[src/hw/rtl/assert_macros.svh]
// Concurrent assertion helpers, clocked on aclk and gated by reset.
`ifndef ASSERT_MACROS_SVH
`define ASSERT_MACROS_SVH

// Check prop on every rising edge of aclk outside reset.
`define ASSERT_CLK(label, prop, msg) \
    label: assert property (@(posedge aclk) disable iff (!aresetn) (prop)) \
        else $error(msg);

// Check that trigger implies prop in the same cycle.
`define ASSERT_IMPLY(label, trigger, prop, msg) \
    `ASSERT_CLK(label, (trigger) |-> (prop), msg)

`endif

[src/hw/rtl/b64d_pkg.sv]
package b64d_pkg;

    localparam int unsigned BYTE_W   = 8;
    localparam int unsigned SEXTET_W = 6;
    localparam int unsigned GROUP_BYTES = 3;

    localparam logic [7:0] CHAR_UPPER_A = 8'h41;
    localparam logic [7:0] CHAR_UPPER_Z = 8'h5A;
    localparam logic [7:0] CHAR_LOWER_A = 8'h61;
    localparam logic [7:0] CHAR_LOWER_Z = 8'h7A;
    localparam logic [7:0] CHAR_DIGIT_0 = 8'h30;
    localparam logic [7:0] CHAR_DIGIT_9 = 8'h39;
    localparam logic [7:0] CHAR_PLUS    = 8'h2B;
    localparam logic [7:0] CHAR_SLASH   = 8'h2F;

    // Offsets that move each character range onto its sextet range.
    localparam logic [7:0] OFS_UPPER = 8'h41;
    localparam logic [7:0] OFS_LOWER = 8'h47;
    localparam logic [7:0] OFS_DIGIT = 8'h04;

    localparam logic [5:0] SEXTET_PLUS  = 6'd62;
    localparam logic [5:0] SEXTET_SLASH = 6'd63;

    typedef struct packed {
        logic                          is_alpha;
        logic [SEXTET_W-1:0]           value;
    } sextet_t;

    typedef struct packed {
        logic [GROUP_BYTES-1:0][BYTE_W-1:0] bytes;
        logic [1:0]                         last_idx;
        logic                               has_bytes;
        logic                               msg_end;
    } job_t;

    function automatic sextet_t char_to_sextet(input logic [7:0] c);
        sextet_t r;
        r.is_alpha = 1'b1;
        r.value    = '0;
        if (c >= CHAR_UPPER_A && c <= CHAR_UPPER_Z) begin
            r.value = 6'(c - OFS_UPPER);
        end else if (c >= CHAR_LOWER_A && c <= CHAR_LOWER_Z) begin
            r.value = 6'(c - OFS_LOWER);
        end else if (c >= CHAR_DIGIT_0 && c <= CHAR_DIGIT_9) begin
            r.value = 6'(c + OFS_DIGIT);
        end else if (c == CHAR_PLUS) begin
            r.value = SEXTET_PLUS;
        end else if (c == CHAR_SLASH) begin
            r.value = SEXTET_SLASH;
        end else begin
            r.is_alpha = 1'b0;
        end
        return r;
    endfunction

endpackage

[src/hw/rtl/b64d_front.sv]
module b64d_front (
    input  logic               aclk,
    input  logic               aresetn,
    input  logic               s_valid,
    output logic               s_ready,
    input  logic [7:0]         s_text_char,
    input  logic               s_final_char,
    input  logic               q_full,
    output logic               job_push,
    output b64d_pkg::job_t     job
);

    logic [1:0]                  count_reg, count_next;
    logic                        stopped_reg, stopped_next;
    logic [b64d_pkg::SEXTET_W-1:0] held_reg [3];

    b64d_pkg::sextet_t           sx;
    logic                        take;
    logic                        live;
    logic                        full_group;
    logic                        flush;
    logic [2:0]                  eff_count;
    logic [1:0]                  nbytes;
    logic [b64d_pkg::SEXTET_W-1:0] e0, e1, e2;

    assign s_ready = !q_full;
    assign take    = s_valid && s_ready;
    assign sx      = b64d_pkg::char_to_sextet(s_text_char);
    assign live    = !stopped_reg && sx.is_alpha;

    assign e0 = (live && count_reg == 2'd0) ? sx.value : held_reg[0];
    assign e1 = (live && count_reg == 2'd1) ? sx.value : held_reg[1];
    assign e2 = (live && count_reg == 2'd2) ? sx.value : held_reg[2];

    assign full_group = live && count_reg == 2'd3;
    assign flush      = (!stopped_reg && !sx.is_alpha) || s_final_char;
    assign eff_count  = live ? ({1'b0, count_reg} + 3'd1) : {1'b0, count_reg};

    always_comb begin
        if (full_group) begin
            nbytes = 2'd3;
        end else if (flush && eff_count >= 3'd2) begin
            nbytes = 2'(eff_count - 3'd1);
        end else begin
            nbytes = 2'd0;
        end
    end

    always_comb begin
        job.bytes[0]  = {e0, e1[5:4]};
        job.bytes[1]  = {e1[3:0], e2[5:2]};
        job.bytes[2]  = {e2[1:0], sx.value};
        job.has_bytes = nbytes != 2'd0;
        job.last_idx  = (nbytes != 2'd0) ? nbytes - 2'd1 : 2'd0;
        job.msg_end   = s_final_char;
    end

    assign job_push = take && (nbytes != 2'd0 || s_final_char);

    always_comb begin
        count_next   = count_reg;
        stopped_next = stopped_reg;
        if (take) begin
            if (s_final_char) begin
                count_next   = 2'd0;
                stopped_next = 1'b0;
            end else if (!stopped_reg) begin
                if (sx.is_alpha) begin
                    count_next = (count_reg == 2'd3) ? 2'd0 : count_reg + 2'd1;
                end else begin
                    count_next   = 2'd0;
                    stopped_next = 1'b1;
                end
            end
        end
    end

    always_ff @(posedge aclk) begin
        if (!aresetn) begin
            count_reg   <= 2'd0;
            stopped_reg <= 1'b0;
        end else begin
            count_reg   <= count_next;
            stopped_reg <= stopped_next;
        end
    end

    always_ff @(posedge aclk) begin
        if (take && live && count_reg != 2'd3) begin
            held_reg[count_reg] <= sx.value;
        end
    end

endmodule

[src/hw/rtl/b64d_queue.sv]
module b64d_queue #(
    parameter int unsigned DEPTH = 4
) (
    input  logic           aclk,
    input  logic           aresetn,
    input  logic           push,
    input  b64d_pkg::job_t push_job,
    output logic           full,
    input  logic           pop,
    output logic           head_valid,
    output b64d_pkg::job_t head_job
);

    localparam int unsigned PTR_W = $clog2(DEPTH);
    localparam int unsigned CNT_W = $clog2(DEPTH + 1);
    localparam logic [PTR_W-1:0] LAST_PTR = PTR_W'(DEPTH - 1);
    localparam logic [CNT_W-1:0] FULL_CNT = CNT_W'(DEPTH);

    b64d_pkg::job_t   slot_reg [DEPTH];
    logic [PTR_W-1:0] wr_ptr_reg, wr_ptr_next;
    logic [PTR_W-1:0] rd_ptr_reg, rd_ptr_next;
    logic [CNT_W-1:0] fill_reg, fill_next;
    logic             do_push, do_pop;

    assign full       = fill_reg == FULL_CNT;
    assign head_valid = fill_reg != '0;
    assign head_job   = slot_reg[rd_ptr_reg];
    assign do_push    = push && !full;
    assign do_pop     = pop && head_valid;

    always_comb begin
        wr_ptr_next = wr_ptr_reg;
        rd_ptr_next = rd_ptr_reg;
        fill_next   = fill_reg;
        if (do_push) begin
            wr_ptr_next = (wr_ptr_reg == LAST_PTR) ? '0 : wr_ptr_reg + PTR_W'(1);
        end
        if (do_pop) begin
            rd_ptr_next = (rd_ptr_reg == LAST_PTR) ? '0 : rd_ptr_reg + PTR_W'(1);
        end
        unique case ({do_push, do_pop})
            2'b10:   fill_next = fill_reg + CNT_W'(1);
            2'b01:   fill_next = fill_reg - CNT_W'(1);
            default: fill_next = fill_reg;
        endcase
    end

    always_ff @(posedge aclk) begin
        if (!aresetn) begin
            wr_ptr_reg <= '0;
            rd_ptr_reg <= '0;
            fill_reg   <= '0;
        end else begin
            wr_ptr_reg <= wr_ptr_next;
            rd_ptr_reg <= rd_ptr_next;
            fill_reg   <= fill_next;
        end
    end

    always_ff @(posedge aclk) begin
        if (do_push) begin
            slot_reg[wr_ptr_reg] <= push_job;
        end
    end

endmodule

[src/hw/rtl/b64d_back.sv]
module b64d_back (
    input  logic           aclk,
    input  logic           aresetn,
    input  logic           head_valid,
    input  b64d_pkg::job_t head_job,
    output logic           pop,
    output logic           m_valid,
    input  logic           m_ready,
    output logic [7:0]     m_data_out,
    output logic           m_byte_valid,
    output logic           m_message_end,
    output logic           m_last_in_run
);

    logic [1:0] idx_reg, idx_next;
    logic       m_valid_reg, m_valid_next;
    logic [7:0] data_reg;
    logic       byte_valid_reg, msg_end_reg, last_reg;
    logic       load;
    logic       at_last;

    assign load    = head_valid && (!m_valid_reg || m_ready);
    assign at_last = idx_reg == head_job.last_idx;
    assign pop     = load && at_last;

    always_comb begin
        idx_next     = idx_reg;
        m_valid_next = m_valid_reg;
        if (load) begin
            idx_next     = at_last ? 2'd0 : idx_reg + 2'd1;
            m_valid_next = 1'b1;
        end else if (m_ready) begin
            m_valid_next = 1'b0;
        end
    end

    always_ff @(posedge aclk) begin
        if (!aresetn) begin
            idx_reg     <= 2'd0;
            m_valid_reg <= 1'b0;
        end else begin
            idx_reg     <= idx_next;
            m_valid_reg <= m_valid_next;
        end
    end

    always_ff @(posedge aclk) begin
        if (load) begin
            data_reg       <= head_job.has_bytes ? head_job.bytes[idx_reg] : 8'd0;
            byte_valid_reg <= head_job.has_bytes;
            msg_end_reg    <= head_job.msg_end && at_last;
            last_reg       <= at_last;
        end
    end

    assign m_valid       = m_valid_reg;
    assign m_data_out    = data_reg;
    assign m_byte_valid  = byte_valid_reg;
    assign m_message_end = msg_end_reg;
    assign m_last_in_run = last_reg;

endmodule

[src/hw/rtl/base64_decoder_unit.sv]
// Channel   Direction  Ports
// s_        in         s_valid s_ready s_text_char s_final_char
// m_        out        m_valid m_ready m_data_out m_byte_valid m_message_end m_last_in_run
//
// One character is taken per cycle while the job queue has room.
// Each job yields one to three transfers on m_, one per cycle from the output register while m_ready is high.
// A character's result passes through the job queue and then the output register before it shows on m_.
// Reset is synchronous on aresetn low and clears counters, flags and queue pointers.
// A stall on m_ backs up the queue; s_ready drops only when the queue is full.
`include "assert_macros.svh"

module base64_decoder_unit #(
    parameter int unsigned QUEUE_DEPTH = 4
) (
    input  logic       aclk,
    input  logic       aresetn,
    input  logic       s_valid,
    output logic       s_ready,
    input  logic [7:0] s_text_char,
    input  logic       s_final_char,
    output logic       m_valid,
    input  logic       m_ready,
    output logic [7:0] m_data_out,
    output logic       m_byte_valid,
    output logic       m_message_end,
    output logic       m_last_in_run
);

    b64d_pkg::job_t push_job, head_job;
    logic           job_push, q_full, q_pop, q_valid;

    b64d_front u_front (
        .aclk         (aclk),
        .aresetn      (aresetn),
        .s_valid      (s_valid),
        .s_ready      (s_ready),
        .s_text_char  (s_text_char),
        .s_final_char (s_final_char),
        .q_full       (q_full),
        .job_push     (job_push),
        .job          (push_job)
    );

    b64d_queue #(
        .DEPTH (QUEUE_DEPTH)
    ) u_queue (
        .aclk       (aclk),
        .aresetn    (aresetn),
        .push       (job_push),
        .push_job   (push_job),
        .full       (q_full),
        .pop        (q_pop),
        .head_valid (q_valid),
        .head_job   (head_job)
    );

    b64d_back u_back (
        .aclk          (aclk),
        .aresetn       (aresetn),
        .head_valid    (q_valid),
        .head_job      (head_job),
        .pop           (q_pop),
        .m_valid       (m_valid),
        .m_ready       (m_ready),
        .m_data_out    (m_data_out),
        .m_byte_valid  (m_byte_valid),
        .m_message_end (m_message_end),
        .m_last_in_run (m_last_in_run)
    );

    `ASSERT_IMPLY(a_end_is_last, m_valid && m_message_end, m_last_in_run, "message end not last in run")
    `ASSERT_IMPLY(a_empty_result, m_valid && !m_byte_valid, m_data_out == 8'd0 && m_message_end && m_last_in_run, "empty result malformed")
    `ASSERT_IMPLY(a_no_overflow, q_full, !s_ready, "input taken while queue full")
    `ASSERT_IMPLY(a_pop_has_data, q_pop, q_valid, "pop from empty queue")

endmodule

[config.mk]
export PLATFORM = sky130hd
export DESIGN_NAME = base64_decoder_unit
export DESIGN_NICKNAME = d
export VERILOG_FILES = /design/src/hw/rtl/b64d_pkg.sv /design/src/hw/rtl/b64d_front.sv /design/src/hw/rtl/b64d_queue.sv /design/src/hw/rtl/b64d_back.sv /design/src/hw/rtl/base64_decoder_unit.sv
export VERILOG_INCLUDE_DIRS = /design/src /design/src/hw/rtl
export SDC_FILE = /design/constraint.sdc
export NUM_CORES = 1
export LEC_CHECK = 0
export ABC_AREA = 0
export BUFFER_PORTS_ARGS = -buffer_cell sky130_fd_sc_hd__buf_2
export CORE_MARGIN = 2
export CORE_UTILIZATION = 65
export DETAILED_ROUTE_END_ITERATION = 6
export PLACE_DENSITY = 0.83
export SLEW_MARGIN = 20
export SYNTH_ARGS = -nofsm -noshare
export SYNTH_HDL_FRONTEND = slang
export SYNTH_SLANG_ARGS = --single-unit
[constraint.sdc]
create_clock -name aclk -period 6.5 [get_ports aclk]
set_input_delay 0.65 -clock aclk [delete_from_list [all_inputs] [get_ports aclk]]
set_output_delay 0.65 -clock aclk [all_outputs]
set_load 0.02 [all_outputs]
==> impl_metrics.env <==
export IMPL_final_cell_mix="141 x edfxtp_1, 28 x mux4_2, 26 x inv_1"
export IMPL_clkSlewWorstSetupHoldPaths_ns=0.06
export IMPL_ys_warn_count=0
export IMPL_seq_area_frac_synth_pct=63.76
export IMPL_fp_coreArea_sq_um=10750
export IMPL_cts_hold_buf=0
export IMPL_place_congestion=0.8989
export IMPL_hold_depth=4
export IMPL_synth_net_count=488
export IMPL_setup_viol=0
export IMPL_power_leakage_nw=2.758
export IMPL_clk_path_buf_depth=2
export IMPL_vias=4122
export IMPL_syn_instance_count=454
export IMPL_ys_seq_elements=156
export IMPL_dieHeight_um=108.6
export IMPL_rsz0062_at_grt="no"
export IMPL_crit_family="compound AO/OA/AOI/OAI gates"
export IMPL_drv_slew=0
export IMPL_post_cts_resized=0
export IMPL_dp_hpwl_um=9258
export IMPL_synth_edff_count=141
export IMPL_slew_headroom_pct=32.75
export IMPL_crit_path_max_incr_delay_ns=0.58
export IMPL_cts_tree="yes"
export IMPL_root_buffer="clkbuf_8"
export IMPL_antennaDiodeCount=0
export IMPL_grt_max_degree=29
export IMPL_min_period_over_period_pct=68.69
export IMPL_drc=0
export IMPL_dieWidth_um=108.6
export IMPL_status="finished clean"
export IMPL_layout_commonest_cell="edfxtp_1"
export IMPL_grt_ovfl_total=0
export IMPL_vias_per_cell=6.431
export IMPL_portBuffers=25
export IMPL_grt_pass1_wl_um=23530
export IMPL_dr_pass1_iters=5
export IMPL_peakVddDrop_mv=0.2143
export IMPL_drt_iter0_markers=406
export IMPL_cp_depth=20
export IMPL_synth_area_sq_um=7112
export IMPL_insertion_delay_ns=0.52
export IMPL_syn_to_final_growth_pct=11.44
export IMPL_antenna_found_initial=0
export IMPL_routed_wl_um=15300
export IMPL_finalSetupTns_ns=0
export IMPL_start_util_pct=66.19
export IMPL_worstSetupEndpoint="u_queue.fill_reg[2]"
export IMPL_track_usage_pct=28.25
export IMPL_cp_end_kind="flip-flop"
export IMPL_reg2regPathDepth=16
export IMPL_drive_gt1_share_pct=24.75
export IMPL_largest_register_ffs=112
export IMPL_wl_per_cell_um=23.87
export IMPL_rrSetupSlack_ns=2.72
export IMPL_utilization_pct=73.75
export IMPL_die_area_sq_um=11790
export IMPL_num_fill_cells=627
export IMPL_synth_async_reset_ratio_pct=0
export IMPL_rows=38
export IMPL_cts_made_buffers=17
export IMPL_postSynthAreaPerCell_sq_um=15.66
export IMPL_cp_buffers_inverters=4
export IMPL_cp_cell_sequence="buf_2 > inv_1 > ha_1 > a21oi_1 > a211oi_2 > or3_1 > a21oi_4 > o21ai_0 > ha_1 > o21ai_0 > a21oi_1 > a31oi_4 > a21oi_2 > inv_1 > ha_1 > inv_1 > fa_1 > xor2_1 > or3_1 > a21oi_1"
export IMPL_crit_start="s_text_char[2]"
export IMPL_ios=26
export IMPL_fmaxAchievable_mhz=224.0
export IMPL_required_ns=6.94
export IMPL_hold_viol=0
export IMPL_maxCapViolCount=0
export IMPL_nets=522
export IMPL_ant_nets=0
export IMPL_timing_rr_start="u_front.count_reg[0]"
export IMPL_cp_start_kind="input port"
export IMPL_arrival_ns=4.90
export IMPL_htree_levels=4
export IMPL_holdCritPathClass="input port to flip-flop"
export IMPL_crit_fanout=9
export IMPL_critical_path_class="input port to flip-flop"
export IMPL_clock_sinks=156
export IMPL_period_needed_ns=4.465
export IMPL_skew_ns=0.007464
export IMPL_p_per_area_nw_per_um2=344.7
export IMPL_cts_setup_buffers=0
export IMPL_slowest_stage="or3_1"
export IMPL_r2r_end="u_queue.fill_reg[2]"
export IMPL_synth_main_ff_cell="edfxtp_1"
export IMPL_synth_cell_type_count=65
export IMPL_tightest_slew_ns=1.009
export IMPL_first_global_vias=4108
## how the worst min path moves through the flow
stage                                      from  slack (ns)               endpoint
after floorplan           u_queue.rd_ptr_reg[0]        0.46              flip-flop
after global placement           u_back.m_valid        0.45         u_back.m_valid
after detailed placement         u_back.m_valid        0.47         u_back.m_valid
after CTS                               m_ready        0.47         u_back.m_valid
after global routing                    aresetn        0.48  u_queue.wr_ptr_reg[0]
final                                   m_ready        0.49         u_back.m_valid
## metrics by stage
stage	power, W	std cells	area [sq um]	setup slack (ns)	hold WS, ns
6_report	0.002732	641	7925	2.035	0.4892
5_1_grt	0.002831	641	7925	1.754	0.4766
4_1_cts	0.002740	641	7925	2.083	0.4677
3_5_place_dp	0.001803	609	7366	1.645	0.4728
3_3_place_gp	0.001775	609	7366	1.803	0.4498
2_1_floorplan	0.001656	454	7112	2.409	0.4634
## worst reg2reg max path, cell delays in order, from the launching register on
cell and delay [ns]:
dfxtp_1 0.60, inv_1 0.16, ha_1 0.37, nand2_1 0.07, o21ai_0 0.09, ha_1 0.22
o21ai_0 0.22, a21oi_1 0.12, a31oi_4 0.28, a21oi_2 0.12, inv_1 0.10, ha_1 0.19
inv_1 0.07, fa_1 0.39, xor2_1 0.18, or3_1 0.34, a21oi_1 0.20
## per-layer routing
layer	vias up	track usage, %	wire [um]
met5	-	0	0
met1	2053	36.35	5912
li1	1814	-	-
met4	0	11.36	399
met3	29	6.751	1086
met2	226	46.70	7904
## area by class of cell
class                      instances  area [sq um]  share of cell area, %
clock buffer                      20         435.4                  5.494
clock inverter                    12         123.9                  1.563
inverter                          27         101.3                  1.279
multi-input combinational        255          2384                  30.08
sequential                       156          4536                  57.23
tap                              140         175.2                  2.210
timing repair buffer              31         170.2                  2.147
## cell families (layout without fill, tap and decap cells)
group	count (synthesis)	count (layout)	share of synthesized area (%)
AO/OA/AOI/OAI	80	80	8.779
XOR/XNOR	6	6	0.9501
adder cells (fa/ha/maj)	21	21	3.800
buffers and inverters	43	90	2.727
flip-flops	156	156	63.76
multiplexers	49	49	12.49
AND/OR/NAND/NOR	99	99	7.495
## synth_stat cells (6+ instances only)
cell type  number  area [sq um]
edfxtp_1      141          4234
mux4_2         28         630.6
inv_1          26         97.59
a21oi_1        25         125.1
nand2_1        23         86.33
nor2_1         23         86.33
ha_1           20         250.2
dfxtp_1        15         300.3
nor2b_1        11         68.82
o21ai_0        11         55.05
mux2i_1        10         100.1
o21ai_1        10         50.05
mux2_4          9         135.1
and2_1          8         50.05
nand2b_1        6         37.54
## where the power goes
part / internal, W / total, W / switching (W)
clock network: 0.000553 / 0.000929 / 0.000376
logic: 0.000210 / 0.000514 / 0.000304
registers: 0.00120 / 0.00129 / 0.0000881
total: 0.00196 / 0.00273 / 0.000768
Note: power is estimated with default switching activity, not from simulation.
